--- src/hw/rtl/cdte_pkg.sv ---
// Shared types, constants and the month offset table for the date to epoch converter.
package cdte_pkg;

  // Calendar limits; the year is clamped into this range
  localparam logic [11:0] YearFirst    = 12'd1970;
  localparam logic [11:0] YearLast     = 12'd2105;
  // The only century year in range that is not a leap year
  localparam logic [11:0] YearSkipLeap = 12'd2100;

  localparam logic [8:0]  DaysPerYear   = 9'd365;
  localparam logic [16:0] SecsPerDay    = 17'(24 * 60 * 60);
  localparam logic [11:0] SecsPerHour   = 12'd3600;
  localparam logic [5:0]  SecsPerMinute = 6'd60;
  localparam logic [19:0] UsecsPerSec   = 20'd1000000;

  localparam logic [3:0]  MonthFeb = 4'd2;

  typedef logic [15:0] days_t;
  typedef logic [16:0] tod_t;
  typedef logic [31:0] secs_t;
  typedef logic [51:0] usecs_t;

  // One request as it arrives on the date channel
  typedef struct packed {
    logic [11:0] year;
    logic [3:0]  month;
    logic [4:0]  day_of_month;
    logic [4:0]  hour;
    logic [5:0]  minute;
    logic [5:0]  second;
  } date_t;

  // After the first stage: whole days since the epoch and seconds within the day
  typedef struct packed {
    days_t days;
    tod_t  tod;
  } day_sum_t;

  // Days before the first of each month in a common year; months past 12 act as December
  function automatic logic [8:0] month_offset(input logic [3:0] month);
    logic [8:0] off;
    case (month)
      4'd0, 4'd1: off = 9'd0;
      4'd2:       off = 9'(31);
      4'd3:       off = 9'(31 + 28);
      4'd4:       off = 9'(31 + 28 + 31);
      4'd5:       off = 9'(31 + 28 + 31 + 30);
      4'd6:       off = 9'(31 + 28 + 31 + 30 + 31);
      4'd7:       off = 9'(31 + 28 + 31 + 30 + 31 + 30);
      4'd8:       off = 9'(31 + 28 + 31 + 30 + 31 + 30 + 31);
      4'd9:       off = 9'(31 + 28 + 31 + 30 + 31 + 30 + 31 + 31);
      4'd10:      off = 9'(31 + 28 + 31 + 30 + 31 + 30 + 31 + 31 + 30);
      4'd11:      off = 9'(31 + 28 + 31 + 30 + 31 + 30 + 31 + 31 + 30 + 31);
      4'd12, 4'd13, 4'd14, 4'd15:
                  off = 9'(31 + 28 + 31 + 30 + 31 + 30 + 31 + 31 + 30 + 31 + 30);
      default:    off = 9'd0;
    endcase
    return off;
  endfunction

endpackage

--- src/hw/rtl/cdte_date_if.sv ---
// Date channel: one calendar date and time of day per request.
interface cdte_date_if;
  logic        valid;
  logic        ready;
  logic [11:0] year;
  logic [3:0]  month;
  logic [4:0]  day_of_month;
  logic [4:0]  hour;
  logic [5:0]  minute;
  logic [5:0]  second;

  modport source (output valid, year, month, day_of_month, hour, minute, second,
                  input ready);
  modport sink   (input valid, year, month, day_of_month, hour, minute, second,
                  output ready);
endinterface

--- src/hw/rtl/cdte_epoch_if.sv ---
// Epoch channel: seconds and microseconds since 1970-01-01 00:00:00 per request.
interface cdte_epoch_if;
  logic        valid;
  logic        ready;
  logic [31:0] epoch_seconds;
  logic [51:0] epoch_microseconds;

  modport source (output valid, epoch_seconds, epoch_microseconds, input ready);
  modport sink   (input valid, epoch_seconds, epoch_microseconds, output ready);
endinterface

--- src/hw/rtl/calendar_date_to_epoch_time.sv ---
// Calendar date and time to epoch seconds and microseconds, three-stage pipeline.
//
// Usage:
//   date  : valid/ready request channel carrying year (clamped to 1970..2105),
//           month, day_of_month, hour, minute and second.
//   epoch : valid/ready request channel carrying epoch_seconds (since
//           1970-01-01 00:00:00) and epoch_microseconds (seconds * 1000000).
//   Every date request produces exactly one epoch request, in order.
// Path: an accepted date passes through the three register stages (day count,
//   day-to-second scale, microsecond multiply) on its way to epoch.valid.
// Throughput: one request per cycle while epoch.ready stays high.
// Stalls: each stage holds its data while the next is full, and ready
//   ripples back, so up to three requests sit in the pipe while epoch.ready
//   is low; nothing is dropped or repeated.
// Reset: rst (synchronous, active high) clears the stage valid bits; the
//   pipe is empty and date.ready is high in the first cycle after reset.
module calendar_date_to_epoch_time (
  input  logic                clk,
  input  logic                rst,
  cdte_date_if.sink           date,
  cdte_epoch_if.source        epoch
);

  cdte_pkg::date_t    date_data;
  logic               v1;
  logic               r1;
  cdte_pkg::day_sum_t d1;
  logic               v2;
  logic               r2;
  cdte_pkg::secs_t    d2;
  logic               r3;

  // Collect the date fields
  assign date_data.year         = date.year;
  assign date_data.month        = date.month;
  assign date_data.day_of_month = date.day_of_month;
  assign date_data.hour         = date.hour;
  assign date_data.minute       = date.minute;
  assign date_data.second       = date.second;

  cdte_day_count u_day (
    .clk      (clk),
    .rst      (rst),
    .up_valid (date.valid),
    .up_ready (date.ready),
    .up_data  (date_data),
    .dn_valid (v1),
    .dn_ready (r1),
    .dn_data  (d1)
  );

  cdte_sec_scale u_sec (
    .clk      (clk),
    .rst      (rst),
    .up_valid (v1),
    .up_ready (r1),
    .up_data  (d1),
    .dn_valid (v2),
    .dn_ready (r2),
    .dn_data  (d2)
  );

  cdte_usec_scale u_usec (
    .clk      (clk),
    .rst      (rst),
    .up_valid (v2),
    .up_ready (r2),
    .up_data  (d2),
    .dn_valid (epoch.valid),
    .dn_ready (r3),
    .dn_secs  (epoch.epoch_seconds),
    .dn_usecs (epoch.epoch_microseconds)
  );

  assign r3 = epoch.ready;

  // Checks
  logic       in_fire;
  logic       out_fire;
  logic [1:0] fill;

  assign in_fire  = date.valid && date.ready;
  assign out_fire = epoch.valid && epoch.ready;
  assign fill     = 2'($countones({v1, v2, epoch.valid}));

  // Pipe is empty after reset
  a_reset_empty: assert property (@(posedge clk) rst |=> !v1 && !v2 && !epoch.valid)
    else $error("pipeline not empty after reset");

  // Occupancy tracks accepted minus delivered requests
  a_fill_count: assert property (@(posedge clk) disable iff (rst)
    !$past(rst) |-> 3'(fill) == 3'($past(fill)) + 3'($past(in_fire)) - 3'($past(out_fire)))
    else $error("request lost or duplicated in pipeline");

  // A stalled middle stage holds its seconds value
  a_mid_hold: assert property (@(posedge clk) disable iff (rst)
    v2 && !r2 |=> v2 && $stable(d2))
    else $error("stage 2 data changed while stalled");

  // The clamped inputs can never reach the saturation value
  a_no_saturate: assert property (@(posedge clk) disable iff (rst)
    v2 |-> d2 != 32'hFFFF_FFFF)
    else $error("epoch seconds saturated");

  // Input is refused only when every stage is full
  a_ready_full: assert property (@(posedge clk) disable iff (rst)
    !date.ready |-> v1 && v2 && epoch.valid && !epoch.ready)
    else $error("input refused with room in pipeline");

endmodule

--- src/hw/rtl/cdte_day_count.sv ---
// Stage 1: clamp the date, count whole days since the epoch and seconds within the day.
module cdte_day_count (
  input  logic              clk,
  input  logic              rst,
  input  logic              up_valid,
  output logic              up_ready,
  input  cdte_pkg::date_t   up_data,
  output logic              dn_valid,
  input  logic              dn_ready,
  output cdte_pkg::day_sum_t dn_data
);

  logic [11:0]        year_c;
  logic [3:0]         month_c;
  logic [4:0]         day_m1;
  logic [7:0]         year_ofs;
  logic               leap;
  logic               past_skip;
  logic [7:0]         leap_days;
  cdte_pkg::day_sum_t sum;

  // Clamp the year into range
  always_comb begin
    if (up_data.year < cdte_pkg::YearFirst) begin
      year_c = cdte_pkg::YearFirst;
    end else if (up_data.year > cdte_pkg::YearLast) begin
      year_c = cdte_pkg::YearLast;
    end else begin
      year_c = up_data.year;
    end
  end

  assign month_c  = up_data.month;
  assign day_m1   = (up_data.day_of_month == 5'd0) ? 5'd0 : up_data.day_of_month - 5'd1;
  assign year_ofs = 8'(year_c - cdte_pkg::YearFirst);

  // In range, every year divisible by 4 is leap except 2100
  assign leap      = (year_c[1:0] == 2'b00) && (year_c != cdte_pkg::YearSkipLeap);
  assign past_skip = year_c > cdte_pkg::YearSkipLeap;
  // Leap days in whole years 1970 .. year-1
  assign leap_days = 8'((9'(year_ofs) + 9'd1) >> 2) - 8'(past_skip);

  // Day and time-of-day sums
  always_comb begin
    sum.days = 16'(year_ofs) * 16'(cdte_pkg::DaysPerYear)
             + 16'(leap_days)
             + 16'(cdte_pkg::month_offset(month_c))
             + 16'(leap && (month_c > cdte_pkg::MonthFeb))
             + 16'(day_m1);
    sum.tod  = 17'(up_data.hour) * 17'(cdte_pkg::SecsPerHour)
             + 17'(up_data.minute) * 17'(cdte_pkg::SecsPerMinute)
             + 17'(up_data.second);
  end

  // Pipeline register
  assign up_ready = !dn_valid || dn_ready;

  always_ff @(posedge clk) begin
    if (rst) begin
      dn_valid <= 1'b0;
    end else if (up_ready) begin
      dn_valid <= up_valid;
    end
  end

  always_ff @(posedge clk) begin
    if (up_valid && up_ready) begin
      dn_data <= sum;
    end
  end

endmodule

--- src/hw/rtl/cdte_sec_scale.sv ---
// Stage 2: scale days to seconds, add the time of day and saturate to 32 bits.
module cdte_sec_scale (
  input  logic               clk,
  input  logic               rst,
  input  logic               up_valid,
  output logic               up_ready,
  input  cdte_pkg::day_sum_t up_data,
  output logic               dn_valid,
  input  logic               dn_ready,
  output cdte_pkg::secs_t    dn_data
);

  logic [32:0]     total;
  cdte_pkg::secs_t secs;

  // Seconds since the epoch, clipped to the 32-bit range
  assign total = 33'(up_data.days) * 33'(cdte_pkg::SecsPerDay) + 33'(up_data.tod);
  assign secs  = total[32] ? 32'hFFFF_FFFF : total[31:0];

  // Pipeline register
  assign up_ready = !dn_valid || dn_ready;

  always_ff @(posedge clk) begin
    if (rst) begin
      dn_valid <= 1'b0;
    end else if (up_ready) begin
      dn_valid <= up_valid;
    end
  end

  always_ff @(posedge clk) begin
    if (up_valid && up_ready) begin
      dn_data <= secs;
    end
  end

endmodule

--- src/hw/rtl/cdte_usec_scale.sv ---
// Stage 3: output register holding seconds and seconds times one million.
module cdte_usec_scale (
  input  logic             clk,
  input  logic             rst,
  input  logic             up_valid,
  output logic             up_ready,
  input  cdte_pkg::secs_t  up_data,
  output logic             dn_valid,
  input  logic             dn_ready,
  output cdte_pkg::secs_t  dn_secs,
  output cdte_pkg::usecs_t dn_usecs
);

  cdte_pkg::usecs_t usecs;

  // 32 x 20 constant multiply; the product fits in 52 bits
  assign usecs = cdte_pkg::usecs_t'(up_data) * cdte_pkg::usecs_t'(cdte_pkg::UsecsPerSec);

  assign up_ready = !dn_valid || dn_ready;

  always_ff @(posedge clk) begin
    if (rst) begin
      dn_valid <= 1'b0;
    end else if (up_ready) begin
      dn_valid <= up_valid;
    end
  end

  always_ff @(posedge clk) begin
    if (up_valid && up_ready) begin
      dn_secs  <= up_data;
      dn_usecs <= usecs;
    end
  end

endmodule

--- src/flat_wrapper.sv ---
// flat-port wrapper written by rule: the top's interface ports become plain ports
module calendar_date_to_epoch_time_flat 
  (clk, rst, date_valid, date_year, date_month, date_day_of_month, date_hour, date_minute, date_second, date_ready, epoch_valid, epoch_epoch_seconds, epoch_epoch_microseconds, epoch_ready);
  cdte_date_if date_i ();
  cdte_epoch_if epoch_i ();
  input  logic clk;
  input  logic rst;
  input wire logic [$bits(date_i.valid)-1:0] date_valid;
  input wire logic [$bits(date_i.year)-1:0] date_year;
  input wire logic [$bits(date_i.month)-1:0] date_month;
  input wire logic [$bits(date_i.day_of_month)-1:0] date_day_of_month;
  input wire logic [$bits(date_i.hour)-1:0] date_hour;
  input wire logic [$bits(date_i.minute)-1:0] date_minute;
  input wire logic [$bits(date_i.second)-1:0] date_second;
  output wire logic [$bits(date_i.ready)-1:0] date_ready;
  output wire logic [$bits(epoch_i.valid)-1:0] epoch_valid;
  output wire logic [$bits(epoch_i.epoch_seconds)-1:0] epoch_epoch_seconds;
  output wire logic [$bits(epoch_i.epoch_microseconds)-1:0] epoch_epoch_microseconds;
  input wire logic [$bits(epoch_i.ready)-1:0] epoch_ready;
  assign date_i.valid = date_valid;
  assign date_i.year = date_year;
  assign date_i.month = date_month;
  assign date_i.day_of_month = date_day_of_month;
  assign date_i.hour = date_hour;
  assign date_i.minute = date_minute;
  assign date_i.second = date_second;
  assign date_ready = date_i.ready;
  assign epoch_valid = epoch_i.valid;
  assign epoch_epoch_seconds = epoch_i.epoch_seconds;
  assign epoch_epoch_microseconds = epoch_i.epoch_microseconds;
  assign epoch_i.ready = epoch_ready;
  calendar_date_to_epoch_time u_core (.clk(clk), .rst(rst), .date(date_i), .epoch(epoch_i));
endmodule
--- config.mk ---
export PLATFORM = sky130hd
export DESIGN_NAME = calendar_date_to_epoch_time_flat
export DESIGN_NICKNAME = d
export VERILOG_FILES = /design/src/hw/rtl/cdte_pkg.sv /design/src/hw/rtl/cdte_date_if.sv /design/src/hw/rtl/cdte_epoch_if.sv /design/src/hw/rtl/calendar_date_to_epoch_time.sv /design/src/hw/rtl/cdte_day_count.sv /design/src/hw/rtl/cdte_sec_scale.sv /design/src/hw/rtl/cdte_usec_scale.sv /design/src/flat_wrapper.sv
export SDC_FILE = /design/constraint.sdc
export NUM_CORES = 1
export LEC_CHECK = 0
export BUFFER_PORTS_ARGS = -buffer_cell sky130_fd_sc_hd__buf_2
export CORE_MARGIN = 1.5
export CORE_UTILIZATION = 35
export CTS_BUF_LIST = sky130_fd_sc_hd__clkbuf_16
export DETAILED_ROUTE_END_ITERATION = 10
export PLACE_DENSITY = 0.62
export SETUP_SLACK_MARGIN = 0.1
export SLEW_MARGIN = 20
export SYNTH_ARGS = -nofsm -noshare
export SYNTH_HDL_FRONTEND = slang
export SYNTH_HIERARCHICAL = 1
export SYNTH_SLANG_ARGS = --single-unit
--- constraint.sdc ---
create_clock -name clk -period 11.1 [get_ports clk]
set_input_delay 0.555 -clock clk [delete_from_list [all_inputs] [get_ports clk]]
set_output_delay 0.555 -clock clk [all_outputs]
set_load 0.005 [all_outputs]
==> results_dict.tcl, run 1 <==
set metrics [dict create \
    dieArea_mm2 0.06044 \
    worst_path_max_delay_cell "fa_1" \
    startpoint_type "primary input" \
    yosys_register_bits 143 \
    synth_seq_area_share_pct 20.66 \
    holdCritPathClass "in -> reg" \
    rr_worst_depth 22 \
    synth-edff-count 140 \
    synth_flop_cell "edfxtp_1" \
    die-width_um 245.8 \
    nets 2714 \
    clock_skew_ns 0.01304 \
    async_flop_share_pct 0 \
    slew_violations 0 \
    vias 13640 \
    grt.total_usage_pct 13.78 \
    cts-htree-levels 4 \
    placementRows 88 \
    root_buffer "clkbuf_16" \
    cts_resized 0 \
    first_iter_violations 469 \
    yosysWarnings 6 \
    timing.slew.headroom_pct 47.02 \
    period_needed_ns 8.399 \
    synth_compound_area_share_pct 12.04 \
    hold_buffers 0 \
    place_congestion 0.8534 \
    antenna_cells 0 \
    grt_start_max_net_pins 60 \
    cts.clk_slew.worst_paths_ns 0.07 \
    fill_cells 5689 \
    maxCapViolations 0 \
    setup_viol 0 \
    grt_pass1_wl_um 68110 \
    layout_common_cells "379 x inv_1, 375 x ha_1, 218 x fa_1" \
    yosys.cell_types.count 104 \
    start_util_pct 35.57 \
    crit_path_start "date_year[6]" \
    clk_latency_ns 0.44 \
    fin_util_pct 38.90 \
    reg2reg_to "u_core/u_sec/dn_data[2]" \
    synth_adder_area_share_pct 43.87 \
    synth_top_family_by_area "adder cells" \
    final_common_cell "inv_1" \
    critPathArrivalTime_ns 8.59 \
    syn_to_final_growth_pct 9.359 \
    detail_route.wl_per_cell_um 14.19 \
    core_mm2 0.05803 \
    drc 0 \
    antenna_found_initial 2 \
    rrSetupSlack_ns 4.73 \
    fmax_ghz 0.1191 \
    design.portCount 128 \
    placed_area_mm2 0.02201 \
    cp_data_required_time_ns 11.29 \
    cts_buffers 17 \
    outcome "completed" \
    synth_cells 1964 \
    muxShareOfSynthArea_pct 0.4122 \
    cpMostUsedCell "fa_1" \
    dp_hpwl_um 34690 \
    grt_overflow 0 \
    tritoncts "yes" \
    drive_above_1_share_pct 11.85 \
    grt_setup_unrepaired "false" \
    worstSetupEndpoint "u_core/u_day/dn_data[31]" \
    syn_avg_cell_area_um2 10.51 \
    ant_nets 0 \
    io_buffers 121 \
    cpPeakStageDelay_ns 0.54 \
    synth-simple-area-share_pct 9.505 \
    hold_violations 0 \
    clkSinkCount 143 \
    synthXorXnorAreaFrac_pct 5.371 \
    drt_pass1_iterations 5 \
    whs_path_depth 1 \
    critPathCaptureType "flop" \
    drt-total-wl_um 40530 \
    tightest_slew_ns 0.7824 \
    crit_type "in -> reg" \
    min_period_over_period_pct 75.66 \
    tns_ns 0 \
    routed_via_density 4.775 \
    synth_area_mm2 0.02064 \
    postCtsSetupBuffers 0 \
    cts_buffer_depth 2 \
    final_cell_area_mm2 0.02257 \
    grt_pass1_vias 14170 \
    timing.rr.start "u_core/u_day/dn_data[20]" \
    die_h_um 245.8 \
    path_max_fanout 10 \
]
[Yosys cell counts (21+ instances only)]
| cell type | number | area share, % |
|---|---|---|
| inv_1 | 377 | 6.9 |
| ha_1 | 375 | 23 |
| fa_1 | 218 | 21 |
| edfxtp_1 | 140 | 20 |
| a21oi_1 | 102 | 2.5 |
| xnor2_1 | 85 | 3.6 |
| nor2_1 | 67 | 1.2 |
| nand2_1 | 58 | 1.1 |
| a21o_1 | 44 | 1.6 |
| o21ai_0 | 42 | 1.0 |
| xor2_1 | 36 | 1.5 |
| nand3_1 | 34 | 0.82 |
| nor3_1 | 26 | 0.63 |
| o21bai_1 | 24 | 0.87 |
| nand3_2 | 21 | 1.0 |
[how the worst min path moves through the flow]
stage	from	endpoint	slack, ns
2_1_floorplan	u_core/u_day/dn_valid	u_core/u_sec/dn_valid	0.43
3_3_place_gp	u_core/u_day/dn_valid	u_core/u_sec/dn_valid	0.44
3_5_place_dp	u_core/u_day/dn_valid	u_core/u_sec/dn_valid	0.45
4_1_cts	date_second[0]	u_core/u_day/dn_data[0]	0.25
5_1_grt	date_second[0]	u_core/u_day/dn_data[0]	0.25
6_report	date_second[0]	u_core/u_day/dn_data[0]	0.28
[sequential cells by signal, summed over array words and instances (netlist names)]
name	flops
u_core/u_day/dn_valid	1
u_core/u_sec/dn_valid	1
u_core/u_usec/dn_valid	1
u_core/u_usec/dn_usecs	43
u_core/u_day/dn_data	33
u_core/u_sec/dn_data	32
u_core/u_usec/dn_secs	32
[stage by stage]
step	hold WS, ns	setup WS (ns)	cells
after CTS	0.2512	2.785	2857
after global routing	0.2496	2.238	2857
after global placement	0.4351	2.317	2825
after detailed placement	0.4548	2.339	2825
after floorplan	0.4284	3.254	1969
final	0.2814	2.701	2857
[area by class of cell]
cell class / count / area [um2] / area share (%)
clock inverters: 15 / 136.4 / 0.6042
multi-input cells: 1414 / 14730 / 65.26
clock buffers: 17 / 425.4 / 1.885
flip-flops and latches: 143 / 4264 / 18.89
repair buffers: 126 / 643.1 / 2.849
well taps: 765 / 957.2 / 4.240
inverters: 377 / 1415 / 6.269
[worst max-delay path: cells and delay by family]
| kind | cells | cell delay [ns] |
|---|---|---|
| adder cells (fa/ha/maj) | 8 | 3.45 |
| AO/OA/AOI/OAI | 11 | 2.70 |
| AND/OR/NAND/NOR | 5 | 1.17 |
| XOR/XNOR | 2 | 0.43 |
| buffers and inverters | 4 | 0.28 |
[layer usage]
metal	part of all wire, %	vias to the layer above	GRT usage (%)
li1	-	6924	-
met1	46	6535	16.73
met2	51	148	25.48
met3	2.1	31	1.899
met4	1.4	4	3.266
met5	0.076	-	0
[logic make-up (layout without fill, tap and decap cells)]
family | Yosys count | in the layout
fa+ha+maj | 593 | 593
buf+inv | 412 | 535
compound gates | 347 | 347
simple gates | 336 | 336
flops | 143 | 143
xor+xnor | 124 | 124
mux | 8 | 8
other cells | 1 | 6
Power of run 1 is left out: the tool's default activity adds up to more than one toggle a clock period on the data nets, which glitch-free logic cannot reach.
==> run 2, diff against run 1 <==
PLACE_DENSITY = 0.64   (was 0.62)
clock period = 7.25 ns   (was 11.1 ns; I/O delays follow)
==> run 2 against run 1 <==
Compared with the run above:
- non-clock buffer count is 44 higher
- routed wire length rose by 0.77%
- highest routed layer unchanged
- final cell count grew 1.6%
==> results_dict.tcl, run 2 (same netlist as run 1, synthesis figures left out) <==
set metrics [dict create \
    outcome "completed" \
    cpPeakStageDelay_ns 0.53 \
    final_common_cell "inv_1" \
    drive_above_1_share_pct 14.28 \
    placed_area_mm2 0.02239 \
    largest_reg_flops 43 \
    io_buffers 121 \
    grt.total_usage_pct 13.77 \
    antenna_found_initial 1 \
    cts.clk_slew.worst_paths_ns 0.07 \
    grt_pass1_vias 14520 \
    hold_buffers 0 \
    tightest_slew_ns 0.8621 \
    root_buffer "clkbuf_16" \
    dp_hpwl_um 35100 \
    fmax_ghz 0.1454 \
    cts-htree-levels 4 \
    crit_type "in -> reg" \
    nets 2758 \
    cts_buffer_depth 2 \
    slew_violations 0 \
    grt_overflow 0 \
    clock_skew_ns 0.01717 \
    first_iter_violations 497 \
    critPathArrivalTime_ns 7.08 \
    clkSinkCount 143 \
    cp_data_required_time_ns 7.45 \
    regMostFlops "u_core/u_usec/dn_usecs" \
    holdCritPathClass "in -> reg" \
    die-width_um 245.8 \
    layout_common_cells "379 x inv_1, 369 x ha_1, 218 x fa_1" \
    start_util_pct 35.57 \
    core_mm2 0.05803 \
    ant_nets 0 \
    die_h_um 245.8 \
    grt_setup_unrepaired "false" \
    clk_latency_ns 0.45 \
    tritoncts "yes" \
    critPathCaptureType "flop" \
    drt_pass1_iterations 5 \
    min_period_over_period_pct 94.88 \
    syn_to_final_growth_pct 11.55 \
    dieArea_mm2 0.06044 \
    vias 13960 \
    cts_buffers 17 \
    fill_cells 5633 \
    place_congestion 0.8862 \
    grt_pass1_wl_um 68610 \
    path_max_fanout 4 \
    worst_path_max_delay_cell "fa_1" \
    period_needed_ns 6.879 \
    drt-total-wl_um 40840 \
    drc 0 \
    maxCapViolations 0 \
    cpMostUsedCell "fa_1" \
    placementRows 88 \
    grt_start_max_net_pins 68 \
    routed_via_density 4.809 \
    startpoint_type "primary input" \
    setup_viol 0 \
    design.portCount 128 \
    detail_route.wl_per_cell_um 14.07 \
    final_cell_area_mm2 0.02302 \
    hold_violations 0 \
    timing.slew.headroom_pct 42.53 \
    reg_top3 "u_core/u_usec/dn_usecs: 43 flops, u_core/u_day/dn_data: 33 flops" \
]
[run 2: cell count changes in the layout (fill, tap and decap cells not counted), sizes merged]
cell      delta
buf         +44
bufinv       +1
clkinv       -1
clkinvlp     -1
diode        +2
inv          +1
[run 2: repair_timing]
action / 4_1_cts / 5_1_grt
resized for setup: 0 / 4
endpoints found under the setup margin: 0 / 4
buffers inserted: 0 / 4
[run 2: critical path, delay by kind of cell]
kind,cells,cell delay [ns]
AOI/OAI and AO/OA,10,2.17
and+or+nand+nor,4,0.71
buffers and inverters,4,0.28
xor gates and xnor gates,3,0.44
adders and majority gates,8,3.10
[run 2: per-layer routing]
layer / share of wire [%] / global-route usage, % / up-vias
met5: 0.017 / 0 / -
met1: 44 / 16.10 / 6692
li1: - / - / 7009
met3: 2.4 / 1.637 / 47
met4: 1.8 / 4.204 / 2
met2: 52 / 25.96 / 211
[run 2: final timing paths]
kind | slack, ns | cells after the start | from | to
max | 0.37 | 29 | date_year[1] | u_core/u_day/dn_data[31]
min | 0.1 | 1 | date_second[1] | u_core/u_day/dn_data[1]
max reg2reg | 0.84 | 19 | u_core/u_sec/dn_data[14] | u_core/u_usec/dn_usecs[50]
min reg2reg | 0.46 | 2 | u_core/u_sec/dn_valid | u_core/u_usec/dn_valid
[run 2: cell type report]
type / count / area, um2 / share of cell area (%)
inverter: 377 / 1415 / 6.146
multi-input combinational: 1414 / 14820 / 64.38
tap: 765 / 957.2 / 4.157
sequential: 143 / 4264 / 18.52
timing repair buffer: 170 / 973.4 / 4.228
clock inverter: 15 / 160.2 / 0.6956
antenna: 2 / 5.005 / 0.02174
clock buffer: 17 / 425.4 / 1.848
[run 2: stage by stage]
step / utilization (%) / TNS, ns / hold WS (ns) / setup WS (ns) / std cells
final: 39.68 / 0 / 0.09814 / 0.3712 / 2903
after global routing: 39.67 / 0 / 0.07484 / 0.05965 / 2901
after CTS: 39.60 / 0 / 0.06378 / 0.3019 / 2897
after detailed placement: 38.59 / -0.2051 / 0.4570 / -0.1587 / 2865
after global placement: 38.59 / -0.1152 / 0.4351 / -0.1152 / 2865
after floorplan: - / 0 / 0.4284 / 0.1261 / 1969
Power of run 2 is left out for the same reason.
==> run 3, diff against run 2 <==
--- a/config.mk
+++ b/config.mk
@@ -8,8 +8,8 @@
 export BUFFER_PORTS_ARGS = -buffer_cell sky130_fd_sc_hd__buf_2
 export CORE_MARGIN = 1.5
-export CORE_UTILIZATION = 35
+export CORE_UTILIZATION = 30
 export CTS_BUF_LIST = sky130_fd_sc_hd__clkbuf_16
 export DETAILED_ROUTE_END_ITERATION = 10
-export PLACE_DENSITY = 0.64
+export PLACE_DENSITY = 0.58
 export SETUP_SLACK_MARGIN = 0.1
 export SLEW_MARGIN = 20
==> constraint.sdc (replaced) <==
create_clock -name clk -period 7.25 [get_ports clk]
set_input_delay 2.175 -clock clk [delete_from_list [all_inputs] [get_ports clk]]
set_output_delay 2.175 -clock clk [all_outputs]
set_load 0.005 [all_outputs]
==> run 3 against run 2 <==
Compared with the run above:
- the flow now finishes with violations (setup timing)
- die area rose by 16%
- final area increased by 4.3%
- largest cell class unchanged
- register-to-register slack about the same
==> results_dict.tcl, run 3 (same netlist as run 1, synthesis figures left out) <==
set metrics [dict create \
    place_congestion 0.8743 \
    holdWs_ns 0.4591 \
    hold_buffers 0 \
    syn_to_final_growth_pct 16.38 \
    drt_pass1_iterations 5 \
    maxCapViolations 0 \
    hold_end "u_core/u_sec/dn_valid" \
    critPathBufInv 6 \
    grt_overflow 0 \
    outcome "finished with violations" \
    fmax_ghz 0.1172 \
    layout_setup_ws_ns -1.284 \
    rrSetupSlack_ns 0.85 \
    crit_type "in -> reg" \
    clkSinkCount 143 \
    cp_data_required_time_ns 7.45 \
    period_needed_ns 8.534 \
    placementRows 95 \
    setup_viol 11 \
    regMostFlops "u_core/u_usec/dn_usecs" \
    start_util_pct 30.52 \
    worst_path_max_delay_cell "fa_1" \
    clock_skew_ns 0.01499 \
    critPathArrivalTime_ns 8.73 \
    grt_start_max_net_pins 50 \
    cts_buffer_depth 2 \
    timing.slew.headroom_pct 44.72 \
    routed_via_density 4.614 \
    design.portCount 128 \
    cts.clk_slew.worst_paths_ns 0.06 \
    grt_pass1_wl_um 72190 \
    cpMostUsedCell "fa_1" \
    vias 14220 \
    placed_area_mm2 0.02292 \
    violations "setup timing" \
    reg2reg_to "u_core/u_sec/dn_data[16]" \
    clk_latency_ns 0.45 \
    dp_hpwl_um 37000 \
    grt_setup_unrepaired "true" \
    cts_buffers 17 \
    grt_pass1_vias 14860 \
    slew_violations 0 \
    reg_top3 "u_core/u_usec/dn_usecs: 43 flops, u_core/u_day/dn_data: 33 flops" \
    cpLargestDelayFamily "adder cells" \
    cpPeakStageDelay_ns 0.56 \
    final_common_cell "inv_1" \
    tritoncts "yes" \
    layout_common_cells "374 x inv_1, 368 x ha_1, 218 x fa_1" \
    dieArea_mm2 0.07039 \
    antenna_found_initial 1 \
    fin_util_pct 35.52 \
    hp-start "u_core/u_day/dn_valid" \
    die-width_um 265.3 \
    detail_route.wl_per_cell_um 14.06 \
    startpoint_type "primary input" \
    path_max_fanout 4 \
    core_mm2 0.06763 \
    drc 0 \
    hold_violations 0 \
    io_buffers 121 \
    grt.total_usage_pct 12.48 \
    die_h_um 265.3 \
    ant_nets 0 \
    final_cell_area_mm2 0.02402 \
    fill_cells 6696 \
    drive_above_1_share_pct 18.40 \
    whs_path_depth 2 \
    critPathCaptureType "flop" \
    rr_worst_depth 22 \
    first_iter_violations 538 \
    drt-total-wl_um 43330 \
    min_period_over_period_pct 117.7 \
    tightest_slew_ns 0.8163 \
    root_buffer "clkbuf_16" \
    largest_reg_flops 43 \
    cts-htree-levels 4 \
    holdCritPathClass "reg -> reg" \
    nets 2829 \
    timing.rr.start "u_core/u_day/dn_data[18]" \
]
## run 3: cell types whose count changed in the layout (fill, tap and decap cells not counted), sizes merged
| cell | previous run | this run |
|---|---|---|
| bufinv | 2 | 1 |
| inv | 385 | 386 |
| diode | 2 | 1 |
| buf | 170 | 241 |
## run 3: cell type report
cell class / count / area (um2) / share of cell area [%]
clock buffers: 17 / 425.4 / 1.771
multi-input cells: 1414 / 15080 / 62.76
clock inverters: 15 / 147.6 / 0.6146
diodes: 1 / 2.502 / 0.01042
flip-flops and latches: 143 / 4264 / 17.75
well taps: 873 / 1092 / 4.547
repair buffers: 241 / 1600 / 6.661
inverters: 377 / 1415 / 5.891
## run 3: stage by stage
step / setup TNS (ns) / worst slack, ns / cells
detailed placement: -16.65 / -1.960 / 3020
finish: -11.00 / -1.284 / 3081
floorplan: -11.98 / -1.596 / 1969
global placement: -15.42 / -1.850 / 3020
CTS: -10.10 / -1.241 / 3071
global route: -13.43 / -1.504 / 3080
## run 3: repair_timing
item,in CTS,in global routing
pin swaps,30,40
buffers inserted,20,14
endpoints found under the setup margin,11,12
resized for setup,46,26
## run 3: worst max path at each step
stage,startpoint,endpoint,slack [ns],depth (start not counted)
after global routing,date_year[2],u_core/u_day/dn_data[31],-1.50,30
after CTS,date_year[1],u_core/u_day/dn_data[31],-1.24,31
final,date_year[2],u_core/u_day/dn_data[31],-1.28,31
after detailed placement,date_year[2],u_core/u_day/dn_data[31],-1.96,29
after global placement,date_year[2],u_core/u_day/dn_data[31],-1.85,29
after floorplan,date_year[9],u_core/u_day/dn_data[31],-1.60,29
## run 3: metal layers
layer	wire, um	global-route usage [%]	vias up
met2	22680	23.41	175
met1	18790	14.58	6829
met5	13	0	-
met4	927	3.969	2
met3	920	1.602	57
li1	-	-	7154
## run 3: worst reg2reg max path: cells and delay by family (launching register included)
kind / cells / cell delay [ns]
AO/OA/AOI/OAI: 5 / 1.21
XOR/XNOR: 1 / 0.14
adder cells (fa/ha/maj): 6 / 2.33
buffers and inverters: 4 / 0.20
flip-flops: 1 / 0.49
AND/OR/NAND/NOR: 6 / 1.87
Power of run 3 is left out for the same reason.
